## src/ps2m_pkg.sv

```systemverilog
// Shared types, command codes and helpers for the PS/2 mouse host sequencer.
`default_nettype none

package ps2m_pkg;

   typedef enum logic [3:0] {
      STEP_IDLE       = 4'd0,
      STEP_DEFAULTS   = 4'd1,
      STEP_RATE_CMD_A = 4'd2,
      STEP_RATE_200   = 4'd3,
      STEP_RATE_CMD_B = 4'd4,
      STEP_RATE_100   = 4'd5,
      STEP_RATE_CMD_C = 4'd6,
      STEP_RATE_80    = 4'd7,
      STEP_GET_ID     = 4'd8,
      STEP_WAIT_ID    = 4'd9,
      STEP_ENABLE     = 4'd10,
      STEP_STREAM     = 4'd11,
      STEP_FAILED     = 4'd12
   } step_type;

   localparam logic [1:0] OP_START   = 2'd0;
   localparam logic [1:0] OP_RX_BYTE = 2'd1;
   localparam logic [1:0] OP_TICK    = 2'd2;

   localparam logic [1:0] STATUS_IDLE   = 2'd0;
   localparam logic [1:0] STATUS_BUSY   = 2'd1;
   localparam logic [1:0] STATUS_STREAM = 2'd2;
   localparam logic [1:0] STATUS_FAILED = 2'd3;

   localparam logic [7:0] CMD_SET_DEFAULTS = 8'hF6;
   localparam logic [7:0] CMD_SAMPLE_RATE  = 8'hF3;
   localparam logic [7:0] CMD_GET_ID       = 8'hF2;
   localparam logic [7:0] CMD_ENABLE       = 8'hF4;
   localparam logic [7:0] RATE_200         = 8'd200;
   localparam logic [7:0] RATE_100         = 8'd100;
   localparam logic [7:0] RATE_80          = 8'd80;
   localparam logic [7:0] REPLY_ACK        = 8'hFA;
   localparam logic [7:0] ID_WHEEL         = 8'h03;
   localparam logic [7:0] ID_WHEEL_5BTN    = 8'h04;
   localparam logic [7:0] SYNC_MASK        = 8'h08;
   localparam logic [7:0] OVERFLOW_MASK    = 8'hC0;

   localparam logic [19:0] TIMEOUT_RESET = 20'd200000;

   localparam int TDATA_W = 40;
   localparam int TUSER_W = 2;

   typedef struct packed {
      logic              left;
      logic              right;
      logic              middle;
      logic signed [7:0] move_x;
      logic signed [8:0] move_y;
      logic signed [7:0] wheel;
   } packet_type;

   typedef struct packed {
      logic       tx_valid;
      logic [7:0] tx_byte;
      logic       packet_valid;
      packet_type pkt;
      logic [1:0] status;
      logic       wheel_mode;
   } result_type;

   // Byte sent to the mouse on entry to a step; zero means send nothing.
   function automatic logic [7:0] entry_byte(input step_type s);
      logic [7:0] b;
      unique case (s)
         STEP_DEFAULTS:   b = CMD_SET_DEFAULTS;
         STEP_RATE_CMD_A: b = CMD_SAMPLE_RATE;
         STEP_RATE_200:   b = RATE_200;
         STEP_RATE_CMD_B: b = CMD_SAMPLE_RATE;
         STEP_RATE_100:   b = RATE_100;
         STEP_RATE_CMD_C: b = CMD_SAMPLE_RATE;
         STEP_RATE_80:    b = RATE_80;
         STEP_GET_ID:     b = CMD_GET_ID;
         STEP_ENABLE:     b = CMD_ENABLE;
         default:         b = 8'h00;
      endcase
      return b;
   endfunction

endpackage

`default_nettype wire

```

## src/ps2m_pkt_decode.sv

```systemverilog
// Movement packet decoder: buttons, overflow gating, y negation and wheel.
`default_nettype none

module ps2m_pkt_decode (
   input  wire logic [7:0]          byte1,
   input  wire logic [7:0]          byte2_stored,
   input  wire logic [7:0]          rx_byte,
   input  wire logic                four_byte,
   input  wire logic [7:0]          first_byte,
   output ps2m_pkg::packet_type     pkt
);

   logic [7:0] y_byte;
   logic       overflow;

   // Third byte is the fresh one in three-byte mode.
   assign y_byte   = four_byte ? byte2_stored : rx_byte;
   assign overflow = (first_byte & ps2m_pkg::OVERFLOW_MASK) != 8'h00;

   always_comb begin
      pkt.left   = first_byte[0];
      pkt.right  = first_byte[1];
      pkt.middle = first_byte[2];
      pkt.move_x = overflow ? 8'sd0 : $signed(byte1);
      pkt.move_y = overflow ? 9'sd0 : $signed(9'd0 - {y_byte[7], y_byte});
      pkt.wheel  = four_byte ? $signed(rx_byte) : 8'sd0;
   end

endmodule

`default_nettype wire

```

## src/ps2_mouse_host_sequencer_core.sv

```systemverilog
// Each accepted request's response is registered in the output register, or in the skid slot when stalled.
// Throughput: one request per cycle; a two-entry output stage (register plus skid) lets a
//   request enter while one response still waits, and ready drops only when both are full.
// All set-up sequencing, timeout counting and packet framing is combinational next-state logic.
// Reset (synchronous, active high): step idle, byte position 0, three-byte mode, wait
//   counter 0, timeout limit 200000, output stage empty. Packet bytes are not cleared.
`default_nettype none

module ps2_mouse_host_sequencer_core (
   input  wire logic        clock,
   input  wire logic        reset,
   // configuration: timeout_limit
   input  wire logic        csr_we,
   input  wire logic [19:0] csr_wdata,
   // request channel
   input  wire logic        req_tvalid,
   output logic             req_tready,
   input  wire logic [7:0]  req_tdata,   // [7:0] rx_byte
   input  wire logic [1:0]  req_tuser,   // [1:0] op
   // response channel
   output logic             rsp_tvalid,
   input  wire logic        rsp_tready,
   // [7:0] tx_byte, [8] button_left, [9] button_right, [10] button_middle,
   // [18:11] move_x, [27:19] move_y, [35:28] wheel_delta, [37:36] setup_status,
   // [38] wheel_mode, [39] zero
   output logic [ps2m_pkg::TDATA_W-1:0] rsp_tdata,
   output logic [ps2m_pkg::TUSER_W-1:0] rsp_tuser    // [0] tx_valid, [1] packet_valid
);

   // ------------------------------------------------------------------
   // State
   // ------------------------------------------------------------------
   ps2m_pkg::step_type step_ff, step_in;
   logic [1:0]         pos_ff, pos_in;
   logic               four_ff, four_in;
   logic [19:0]        wait_ff, wait_in;
   logic [19:0]        timeout_ff;
   logic [7:0]         store_ff [3];

   logic               store_we;
   logic [1:0]         store_idx;

   // Output stage
   logic                  out_valid_ff, skid_valid_ff;
   ps2m_pkg::result_type  out_data_ff, skid_data_ff;
   ps2m_pkg::result_type  result;

   logic accept;
   assign req_tready = !skid_valid_ff;
   assign accept     = req_tvalid && req_tready;

   logic [1:0] op;
   logic [7:0] rx;
   assign op = req_tuser;
   assign rx = req_tdata;

   // ------------------------------------------------------------------
   // Packet decode
   // ------------------------------------------------------------------
   ps2m_pkg::packet_type pkt;

   ps2m_pkt_decode u_decode (
      .byte1        (store_ff[1]),
      .byte2_stored (store_ff[2]),
      .rx_byte      (rx),
      .four_byte    (four_ff),
      .first_byte   (store_ff[0]),
      .pkt          (pkt)
   );

   // ------------------------------------------------------------------
   // Sequencer next state and response
   // ------------------------------------------------------------------
   logic               waiting;
   logic               enter;
   ps2m_pkg::step_type enter_step;
   logic               fail;
   logic [19:0]        wait_inc;
   logic [2:0]         pos_plus;
   logic [2:0]         pkt_size;
   logic [7:0]         tx_b;

   assign waiting  = (step_ff >= ps2m_pkg::STEP_DEFAULTS) && (step_ff <= ps2m_pkg::STEP_ENABLE);
   assign wait_inc = wait_ff + 20'd1;
   assign pos_plus = {1'b0, pos_ff} + 3'd1;
   assign pkt_size = four_ff ? 3'd4 : 3'd3;

   always_comb begin
      step_in    = step_ff;
      pos_in     = pos_ff;
      four_in    = four_ff;
      wait_in    = wait_ff;
      store_we   = 1'b0;
      store_idx  = pos_ff;
      enter      = 1'b0;
      enter_step = step_ff;
      fail       = 1'b0;
      result     = '0;

      if (accept) begin
         unique case (op)
            ps2m_pkg::OP_START: begin
               pos_in     = 2'd0;
               four_in    = 1'b0;
               enter      = 1'b1;
               enter_step = ps2m_pkg::STEP_DEFAULTS;
            end
            ps2m_pkg::OP_RX_BYTE: begin
               if (step_ff == ps2m_pkg::STEP_STREAM) begin
                  // Drop a first byte without its sync bit.
                  if (pos_ff == 2'd0 && (rx & ps2m_pkg::SYNC_MASK) == 8'h00) begin
                     pos_in = pos_ff;
                  end else if (pos_plus < pkt_size) begin
                     store_we = 1'b1;
                     pos_in   = pos_plus[1:0];
                  end else begin
                     pos_in              = 2'd0;
                     result.packet_valid = 1'b1;
                     result.pkt          = pkt;
                  end
               end else if (step_ff == ps2m_pkg::STEP_WAIT_ID) begin
                  // Any byte here is the device ID.
                  four_in    = (rx == ps2m_pkg::ID_WHEEL) || (rx == ps2m_pkg::ID_WHEEL_5BTN);
                  enter      = 1'b1;
                  enter_step = ps2m_pkg::STEP_ENABLE;
               end else if (waiting) begin
                  if (rx == ps2m_pkg::REPLY_ACK) begin
                     enter = 1'b1;
                     if (step_ff == ps2m_pkg::STEP_ENABLE) begin
                        pos_in     = 2'd0;
                        enter_step = ps2m_pkg::STEP_STREAM;
                     end else begin
                        enter_step = ps2m_pkg::step_type'(step_ff + 4'd1);
                     end
                  end else begin
                     fail = 1'b1;
                  end
               end
            end
            ps2m_pkg::OP_TICK: begin
               if (waiting) begin
                  wait_in = wait_inc;
                  if (wait_inc >= timeout_ff) begin
                     fail = 1'b1;
                  end
               end
            end
            default: begin
               step_in = step_ff;
            end
         endcase

         // No ACK (wrong reply or timeout): wheel probe falls back, set-defaults or enable fails.
         if (fail) begin
            enter = 1'b1;
            if (step_ff >= ps2m_pkg::STEP_RATE_CMD_A && step_ff <= ps2m_pkg::STEP_WAIT_ID) begin
               four_in    = 1'b0;
               enter_step = ps2m_pkg::STEP_ENABLE;
            end else begin
               enter_step = ps2m_pkg::STEP_FAILED;
            end
         end

         // Enter a step: restart the reply timer and emit its command byte.
         tx_b = ps2m_pkg::entry_byte(enter_step);
         if (enter) begin
            step_in         = enter_step;
            wait_in         = 20'd0;
            result.tx_valid = tx_b != 8'h00;
            result.tx_byte  = tx_b;
         end

         priority if (step_in >= ps2m_pkg::STEP_DEFAULTS && step_in <= ps2m_pkg::STEP_ENABLE)
            result.status = ps2m_pkg::STATUS_BUSY;
         else if (step_in == ps2m_pkg::STEP_STREAM)
            result.status = ps2m_pkg::STATUS_STREAM;
         else if (step_in == ps2m_pkg::STEP_FAILED)
            result.status = ps2m_pkg::STATUS_FAILED;
         else
            result.status = ps2m_pkg::STATUS_IDLE;
         result.wheel_mode = four_in;
      end else begin
         tx_b = 8'h00;
      end
   end

   // ------------------------------------------------------------------
   // State registers
   // ------------------------------------------------------------------
   always_ff @(posedge clock) begin
      if (reset) begin
         step_ff    <= ps2m_pkg::STEP_IDLE;
         pos_ff     <= 2'd0;
         four_ff    <= 1'b0;
         wait_ff    <= 20'd0;
         timeout_ff <= ps2m_pkg::TIMEOUT_RESET;
      end else begin
         step_ff <= step_in;
         pos_ff  <= pos_in;
         four_ff <= four_in;
         wait_ff <= wait_in;
         if (csr_we) begin
            timeout_ff <= csr_wdata;
         end
      end
   end

   // Packet bytes: every byte of a packet but the last, always written before they are read.
   always_ff @(posedge clock) begin
      if (store_we && store_idx != 2'd3) begin
         store_ff[store_idx] <= rx;
      end
   end

   // ------------------------------------------------------------------
   // Output stage: response register plus skid slot
   // ------------------------------------------------------------------
   logic out_free;
   assign out_free = !out_valid_ff || rsp_tready;

   always_ff @(posedge clock) begin
      if (reset) begin
         out_valid_ff  <= 1'b0;
         skid_valid_ff <= 1'b0;
      end else if (out_free) begin
         // Advance: skid first, else the fresh response.
         out_valid_ff  <= skid_valid_ff || accept;
         skid_valid_ff <= 1'b0;
      end else if (accept) begin
         // Hold the stalled response, park the new one.
         skid_valid_ff <= 1'b1;
      end
   end

   always_ff @(posedge clock) begin
      if (out_free) begin
         out_data_ff <= skid_valid_ff ? skid_data_ff : result;
      end
      if (!out_free && accept) begin
         skid_data_ff <= result;
      end
   end

   assign rsp_tvalid = out_valid_ff;
   assign rsp_tuser  = {out_data_ff.packet_valid, out_data_ff.tx_valid};
   assign rsp_tdata  = {1'b0,
                        out_data_ff.wheel_mode,
                        out_data_ff.status,
                        out_data_ff.pkt.wheel,
                        out_data_ff.pkt.move_y,
                        out_data_ff.pkt.move_x,
                        out_data_ff.pkt.middle,
                        out_data_ff.pkt.right,
                        out_data_ff.pkt.left,
                        out_data_ff.tx_byte};

   // ------------------------------------------------------------------
   // Assertions
   // ------------------------------------------------------------------
   a_skid_behind_out: assert property (@(posedge clock) disable iff (reset)
      skid_valid_ff |-> out_valid_ff)
      else $error("skid slot holds a response while the output register is empty");

   a_tx_pkt_exclusive: assert property (@(posedge clock) disable iff (reset)
      out_valid_ff |-> !(out_data_ff.tx_valid && out_data_ff.packet_valid))
      else $error("command byte and packet in the same response");

   a_pkt_in_stream: assert property (@(posedge clock) disable iff (reset)
      (out_valid_ff && out_data_ff.packet_valid) |->
         out_data_ff.status == ps2m_pkg::STATUS_STREAM)
      else $error("packet decoded outside streaming");

   a_pos_only_stream: assert property (@(posedge clock) disable iff (reset)
      (pos_ff != 2'd0) |-> step_ff == ps2m_pkg::STEP_STREAM)
      else $error("byte position advanced outside streaming");

   a_wheel_late_steps: assert property (@(posedge clock) disable iff (reset)
      four_ff |-> (step_ff == ps2m_pkg::STEP_ENABLE || step_ff == ps2m_pkg::STEP_STREAM ||
                   step_ff == ps2m_pkg::STEP_FAILED))
      else $error("wheel mode set before the device ID was read");

endmodule

`default_nettype wire
```

## config.mk

```make
export PLATFORM = sky130hd
export DESIGN_NAME = ps2_mouse_host_sequencer_core
export DESIGN_NICKNAME = d
export VERILOG_FILES = /design/src/ps2m_pkg.sv /design/src/ps2m_pkt_decode.sv /design/src/ps2_mouse_host_sequencer_core.sv
export SDC_FILE = /design/constraint.sdc
export NUM_CORES = 1
export LEC_CHECK = 0
export BUFFER_PORTS_ARGS = -buffer_cell sky130_fd_sc_hd__buf_2
export CAP_MARGIN = 20
export CORE_MARGIN = 2
export CORE_UTILIZATION = 60
export CTS_CLUSTER_DIAMETER = 80
export DETAILED_ROUTE_END_ITERATION = 6
export PLACE_DENSITY_LB_ADDON = 0.12
export SYNTH_ARGS = -nofsm -noshare
export SYNTH_HDL_FRONTEND = slang
export SYNTH_SLANG_ARGS = --single-unit
```

## constraint.sdc

```tcl
create_clock -name clock -period 6.91 [get_ports clock]
set_input_delay 1.0365 -clock clock [delete_from_list [all_inputs] [get_ports clock]]
set_output_delay 1.0365 -clock clock [all_outputs]
set_load 0.02 [all_outputs]
```

==> summary.txt, run 1 <==
Setup path
  • RR Endpoint: rsp_tdata[5]$_DFFE_PP_
  • Worst path bufs/invs: 0
  • Setup slack, reg-to-reg: 1460 ps
  • Worst path cell trace: ha_1, nand4_1, nor3_1, nor3b_1, nand3_1, nor2_1, xor2_1, ha_1, nand4_1, or4_1, a2111o_1, nand4_2, nand2_1, nand2_1, and2_1, ha_1, a221oi_1, nand2_1, a32oi_1
  • Worst Setup EP: rsp_tdata[5]$_DFFE_PP_
  • Worst path slowest cell: or4_1
  • Top Family by Delay on Critical Path: simple AND/OR/NAND/NOR gates
  • Number of cells on the critical path: 19
  • Required time worst endpoint: 7160 ps
  • Worst EP arrival: 5700 ps
  • Crit path capture type: flip-flop
  • FF-to-FF Start: wait_ff[0]$_SDFFE_PP0P_
  • Worst r2r path cells: 19
  • Slowest Stage Delay on Critical Path: 560 ps
  • Setup Crit Path Kind: flip-flop to flip-flop
  • Critical path peak fanout: 11
  • Crit path launch: wait_ff[0]$_SDFFE_PP0P_
  • Startpoint types: flip-flop

Clock network
  • Max Root-Sink Buffers: 2
  • Post-CTS Setup Repair Bufs: 0
  • Num CTS Buffers: 17
  • CTS tree: yes
  • Reg clk slew, reported paths: 60 ps
  • PostCTS Resize Cnt: 0
  • Clock root buffer master: clkbuf_16
  • H-tree lvl count: 4
  • Clock Sinks: 152
  • Worst-Skew Late Latency: 420 ps
  • CTS Hold Buffers Added: 0

Cells and area
  • Commonest non-fill, non-tap cells in the layout: 103 x edfxtp_1, 77 x buf_2, 49 x dfxtp_1
  • Ant. Diodes: 0
  • Commonest non-fill, non-tap cell in the layout: edfxtp_1
  • Fin nets: 831
  • Layout cells sized above 1: 17.8%
  • Fin util: 70.0%
  • Area Overhead vs Synth: 14.7%

Drt
  • Drt wl/cell: 17.1 µm
  • Drt initial violations: 370
  • Routed wire length: 16.1 mm
  • Residual DRC: 0
  • Vias per cell: 5.91
  • DRT Pass-1 Iters: 5
  • Final ANT Viol Nets: 0
  • Via count: 5574

Hold path
  • Worst Hold Class: flip-flop to flip-flop

Timing
  • Worst-Margin Slew: 1120 ps
  • WHS: 492 ps
  • Period utilization: 78.9%
  • Max-slew violations: 0
  • RSZ-0062 raised after global routing: false
  • Tmin final: 5450 ps
  • Final hold violation count: 0
  • Setup ws final: 1460 ps
  • Setup Skew: 7.62 ps
  • Total negative slack: 0 ps
  • Slew HR: 25.3%
  • Setup violators final: 0
  • Max Fclk: 183 MHz

Yosys
  • Synth Cell Area: 7670 µm²
  • Cell count after synthesis: 685
  • Async SR Flop Fraction: 0%
  • Most used flip-flop cell after synthesis: edfxtp_1
  • Synth cell types: 80
  • Sequential cell area fraction in the yosys report: 53.1%
  • EDFF count, synth: 103
  • Syn. warnings: 0
  • Total nets after synthesis: 758
  • Yosys reg bits: 152
  • Syn_area_per_cell: 11.2 µm²

Power
  • Leakage: 3.81 nW
  • Pwr Density: 239 nW/µm²
  • Peak VDD IR: 0.171 mV

Placement
  • Pre-CTS setup slack: 1540 ps
  • Dpl hpwl: 11.2 mm
  • Port Buffer Count: 77
  • Routability cong.: 0.900

Die
  • Initial core utilization: 61.0%
  • Core area: 12600 µm²
  • Die area: 13700 µm²
  • Die H: 117 µm
  • Ports: 79
  • Row count: 41
  • Die width: 117 µm

Global route
  • GRT overflow: 0
  • Initial antenna violation count: 0
  • GRT Total Usage: 24.9%
  • Largest net degree at the start of global routing: 45
  • Vias in the first global route: 5294
  • First-pass GRT wire length: 26.4 mm

Outcome
  • Status: finished clean

Job
  • Max cap viols: 0
how the worst min path moves through the flow:
stage / startpoint / end / slack, ps / cells after the start
6_report: timeout_ff[6]$_SDFFE_PP1P_ / timeout_ff[6]$_SDFFE_PP1P_ / 490 / 2
3_5_place_dp: timeout_ff[10]$_SDFFE_PP1P_ / timeout_ff[10]$_SDFFE_PP1P_ / 480 / 2
2_1_floorplan: timeout_ff[12]$_SDFFE_PP0P_ / timeout_ff[12]$_SDFFE_PP0P_ / 460 / 2
4_1_cts: timeout_ff[10]$_SDFFE_PP1P_ / timeout_ff[10]$_SDFFE_PP1P_ / 490 / 2
5_1_grt: timeout_ff[10]$_SDFFE_PP1P_ / timeout_ff[10]$_SDFFE_PP1P_ / 520 / 2
3_3_place_gp: timeout_ff[10]$_SDFFE_PP1P_ / timeout_ff[10]$_SDFFE_PP1P_ / 480 / 2
through the flow:
stage | power [mW] | area [µm²] | std cells
after global placement | 1.17 | 8170 | 910
after detailed placement | 1.17 | 8190 | 911
after CTS | 2.11 | 8800 | 943
after floorplan | 1.12 | 7670 | 685
after global routing | 2.18 | 8800 | 943
final | 2.10 | 8800 | 943
cell type report:
class                   instances  area (µm²)
repair buffers                 80         420
multi-input cells             468        3330
fillers                       924        3770
clock inverters                11         146
inverters                      39         146
clock buffers                  21         460
flip-flops and latches        152        4070
well taps                     172         215
power breakdown:
part | leakage, nW | total (mW) | switching, mW | internal, mW
combinational | 2.08 | 0.152 | 0.102 | 0.0500
clock | 0.285 | 0.947 | 0.359 | 0.587
sequential | 1.45 | 1.00 | 0.00891 | 0.994
total | 3.81 | 2.10 | 0.470 | 1.63
worst min-delay path, cell delays in order, from the launching register on:
cell,delay (ps)
dfxtp_1,290
inv_1,70
o211ai_1,80
Yosys cell counts, types with 3 or more instances:
cell	number	share of area, %
buf_2	4	0.26
nand3_1	18	1.2
mux2i_1	21	2.7
nor4_1	5	0.41
nor3_1	10	0.65
edfxtp_1	103	40
nand2b_1	14	1.1
nor2_1	45	2.2
nand4_1	10	0.82
a32oi_1	5	0.57
a21oi_1	29	1.9
o211ai_1	11	1.1
a211o_1	3	0.34
or3_1	7	0.57
a22o_1	10	1.1
o21a_1	4	0.39
and3_1	20	1.6
xor2_1	9	1.0
or2_2	4	0.33
nand2_1	48	2.3
or4_1	3	0.29
a21o_1	43	4.2
and2_1	10	0.82
o21ai_0	24	1.6
inv_1	38	1.9
a31oi_1	3	0.24
o31ai_1	4	0.39
xnor2_1	9	1.0
dfxtp_1	49	13
o21ai_1	5	0.33
ha_1	38	6.2
clkbuf_1	17	0.83
kinds of logic after synthesis:
kind of cell	after synthesis	share of synthesized area, %
simple gates	217	15.7
xor+xnor	18	2.06
flops	152	53.1
mux	22	2.89
buf+inv	65	3.52
other cells	1	0.0489
fa+ha+maj	39	6.33
compound gates	171	16.3
metal layers:
layer	global-route usage [%]	share of wire, %	up-vias
met5	0	0	-
met4	9.10	1.9	0
met3	4.69	3.5	31
met2	37.8	46	147
met1	35.8	48	2701
li1	-	-	2695
sequential cells by signal, indices dropped and copies added (netlist names), 2 cells and up:
register      cells
pos_ff            2
rsp_tdata        39
rsp_tuser         2
skid_data_ff     41
step_ff           4
store_ff         21
timeout_ff       20
wait_ff          20
Note: power is estimated with default switching activity, not from simulation.
==> run 2: changes to the inputs <==
Settings changed: ABC_AREA from default to 1, CORE_UTILIZATION 60 to 53.
Clock period 6.91 ns to 4.6 ns, I/O delays scaled along.
==> summary.txt, run 2 <==
Clock network
  • CTS Hold Buffers Added: 0 (unchanged)
  • H-tree lvl count: 4 (unchanged)
  • Clock Sinks: 152 (unchanged)
  • CTS tree: yes
  • Num CTS Buffers: 17 (unchanged)
  • Reg clk slew, reported paths: 60 ps (about the same)
  • Max Root-Sink Buffers: 2 (unchanged)
  • Worst-Skew Late Latency: 430 ps (about the same)
  • Clock root buffer master: clkbuf_16

Timing
  • WHS: 465 ps (-27.3 ps)
  • Slew HR: 38.1% (+13 points)
  • Max-slew violations: 0 (unchanged)
  • Setup violators final: 0 (unchanged)
  • Period utilization: 92.1% (+13 points)
  • Tmin final: 4230 ps (-1220 ps)
  • Worst-Margin Slew: 927 ps (-192 ps)
  • Max Fclk: 236 MHz (+29%)
  • Setup Skew: 9.16 ps (+1.54 ps)
  • Final hold violation count: 0 (unchanged)

Power
  • P_int: 2.50 mW (+53%)
  • Switching Share: 23.4% (+1.1 points)
  • Gate power share: 9.2% (+2.0 points)
  • Sequential power share: 46.6% (-1.1 points)
  • Peak VDD IR: 0.211 mV (+23%)
  • Pwr Density: 368 nW/µm² (+54%)
  • Net Sw Power: 0.764 mW (+63%)
  • Clock network fraction of design power: 44.2% (-0.8 points)
  • Leakage: 3.99 nW (+4.7%)

Cells and area
  • Largest register by flop count: skid_data_ff
  • Ant. Diodes: 0 (unchanged)
  • Max reg flops: 41 (unchanged)
  • Post-route insts no fill: 1120 (+19%)
  • Commonest non-fill, non-tap cells in the layout: 181 x nand2_1, 116 x inv_1, 103 x edfxtp_1
  • Commonest non-fill, non-tap cell in the layout: nand2_1
  • Area Overhead vs Synth: 16.5%
  • Layout cells sized above 1: 18.7% (+0.95 points)
  • Fin nets: 1000 (+20%)
  • Fill cell count: 1160 (+26%)

Placement
  • Dpl hpwl: 11.1 mm (-0.62%)
  • Routability cong.: 0.901 (+0.13%)
  • DP Cell Count: 1086 (+19%)
  • Port Buffer Count: 77 (unchanged)

Setup path
  • CP dominant cell by count: nand2_1
  • Slowest Stage Delay on Critical Path: 390 ps (-170 ps)
  • Worst EP arrival: 4410 ps (-1290 ps)
  • Startpoint types: flip-flop
  • Worst path slowest cell: dfxtp_1
  • Required time worst endpoint: 4780 ps (-2380 ps)
  • Crit path capture type: flip-flop
  • RR Endpoint: rsp_tuser[0]$_DFFE_PP_
  • Worst r2r path cells: 28 (+9)
  • Setup Crit Path Kind: flip-flop to flip-flop
  • FF-to-FF Start: wait_ff[2]$_SDFFE_PP0P_
  • Critical path peak fanout: 8 (-3)
  • Setup slack, reg-to-reg: 370 ps (-1090 ps)

Global route
  • First-pass GRT wire length: 25.9 mm (-1.7%)
  • GRT overflow: 0 (unchanged)
  • Vias in the first global route: 5457 (+3.1%)
  • Largest net degree at the start of global routing: 45 (unchanged)
  • GRT Total Usage: 22.2% (-2.7 points)
  • Initial antenna violation count: 0 (unchanged)

Yosys
  • Leading area contributor after synthesis: edfxtp_1
  • Async SR Flop Fraction: 0% (unchanged)
  • Synth cell types: 45 (-44%)
  • Top-count cell post-synth: nand2_1
  • Total nets after synthesis: 918 (+21%)
  • EDFF count, synth: 103 (unchanged)
  • Syn_area_per_cell: 8.99 µm² (-20%)
  • Top post-synthesis cells by area: edfxtp_1 41%, dfxtp_1 13%, nand2_1 8.9%
  • Commonest cells in the netlist: 181 x nand2_1, 117 x inv_1, 103 x edfxtp_1
  • Syn. warnings: 0 (unchanged)
  • Yosys reg bits: 152 (unchanged)
  • Synth top area share: 40.7% (+0.37 points)
  • Most used flip-flop cell after synthesis: edfxtp_1
  • Synth Cell Area: 7600 µm² (-0.91%)
  • Sequential cell area fraction in the yosys report: 53.6% (+0.49 points)
  • Cell count after synthesis: 845 (+23%)

Drt
  • Drt initial violations: 419 (+13%)
  • DRT Pass-1 Iters: 5 (unchanged)
  • Drt wl/cell: 14.0 µm (-18%)
  • Residual DRC: 0 (unchanged)
  • Routed wire length: 15.7 mm (-2.6%)
  • Final ANT Viol Nets: 0 (unchanged)
  • Vias per cell: 5.10 (-14%)
  • Via count: 5711 (+2.5%)

Die
  • Initial core utilization: 54.5% (-6.5 points)
  • Die H: 124 µm (+5.7%)
  • Ports: 79 (unchanged)
  • Die width: 124 µm (+5.7%)
  • Die area: 15300 µm² (+12%)
  • Core area: 13900 µm² (+11%)
  • Row count: 43 (+4.9%)

Hold path
  • Worst Hold Class: flip-flop to flip-flop
  • Hold endpoint: timeout_ff[14]$_SDFFE_PP0P_
  • Hold path depth: 2 (unchanged)
  • HP Start: timeout_ff[14]$_SDFFE_PP0P_

Job
  • Max cap viols: 0 (unchanged)

Outcome
  • Status: finished clean
-- run 2: what timing repair did --
item | 4_1_cts | 5_1_grt
resized for setup | 0 | 13
endpoints found under the setup margin | 0 | 16
setup buffers | 0 | 2
-- run 2: through the flow --
step	setup TNS (ps)	total power [mW]	worst slack [ps]	instance area, µm²	util [%]
2_1_floorplan	0	1.76	717	7600	-
3_3_place_gp	0	1.84	310	8170	58.6
3_5_place_dp	0	1.85	94.2	8170	58.6
4_1_cts	0	3.29	80.8	8770	63.0
5_1_grt	-16.9	3.39	-16.9	8850	63.5
6_report	0	3.26	365	8850	63.5
-- run 2: cells by family (layout without fill, tap and decap cells) --
kind of cell    after synthesis  count (layout)  share of synthesized area [%]
compound gates              151             151                           10.7
other cells                   1               1                         0.0494
fa+ha+maj                    38              38                           6.26
mux                           3               3                          0.428
flops                       152             152                           53.6
simple gates                330             330                           19.3
xor+xnor                     18              18                           2.07
buf+inv                     152             247                           7.64
-- run 2: layout make-up --
type	instances	area, µm²	share of cell area, %
flip-flops and latches	152	4080	46.0
multi-input cells	541	3010	34.0
inverters	131	492	5.55
repair buffers	84	438	4.95
clock buffers	19	433	4.89
well taps	180	225	2.54
clock inverters	13	176	1.99
-- run 2: power by group through the flow --
stage | Combinational, mW | Sequential, mW | Clock (mW)
after floorplan | 0.178 | 1.58 | 0
after global placement | 0.294 | 1.54 | 0
after detailed placement | 0.301 | 1.55 | 0
after CTS | 0.303 | 1.52 | 1.46
after global routing | 0.340 | 1.52 | 1.53
final | 0.301 | 1.52 | 1.44
-- run 2: how the worst max path moves through the flow --
stage	from	slack (ps)	endpoint	cells after the start
2_1_floorplan	wait_ff[0]$_SDFFE_PP0P_	720	rsp_tuser[0]$_DFFE_PP_	28
3_3_place_gp	wait_ff[0]$_SDFFE_PP0P_	310	rsp_tuser[0]$_DFFE_PP_	28
3_5_place_dp	wait_ff[0]$_SDFFE_PP0P_	90	rsp_tuser[0]$_DFFE_PP_	28
4_1_cts	wait_ff[0]$_SDFFE_PP0P_	80	rsp_tuser[0]$_DFFE_PP_	28
5_1_grt	wait_ff[2]$_SDFFE_PP0P_	-20	rsp_tuser[0]$_DFFE_PP_	28
6_report	wait_ff[2]$_SDFFE_PP0P_	370	rsp_tuser[0]$_DFFE_PP_	28
-- run 2: critical path, delay by kind of cell, from the launching register on --
kind	cells	cell delay (ps)
adders and majority gates	2	590
AOI/OAI and AO/OA	1	140
DFF	1	390
buffers and inverters	2	180
xor gates and xnor gates	1	130
and+or+nand+nor	22	2560
-- run 2: metal layers --
| metal | part of all wire [%] | GRT usage (%) | vias to the layer above |
|---|---|---|---|
| li1 | - | - | 2934 |
| met1 | 43 | 27.0 | 2612 |
| met2 | 50 | 38.5 | 141 |
| met3 | 4.4 | 4.58 | 24 |
| met4 | 1.9 | 9.02 | 0 |
| met5 | 0 | 0 | - |
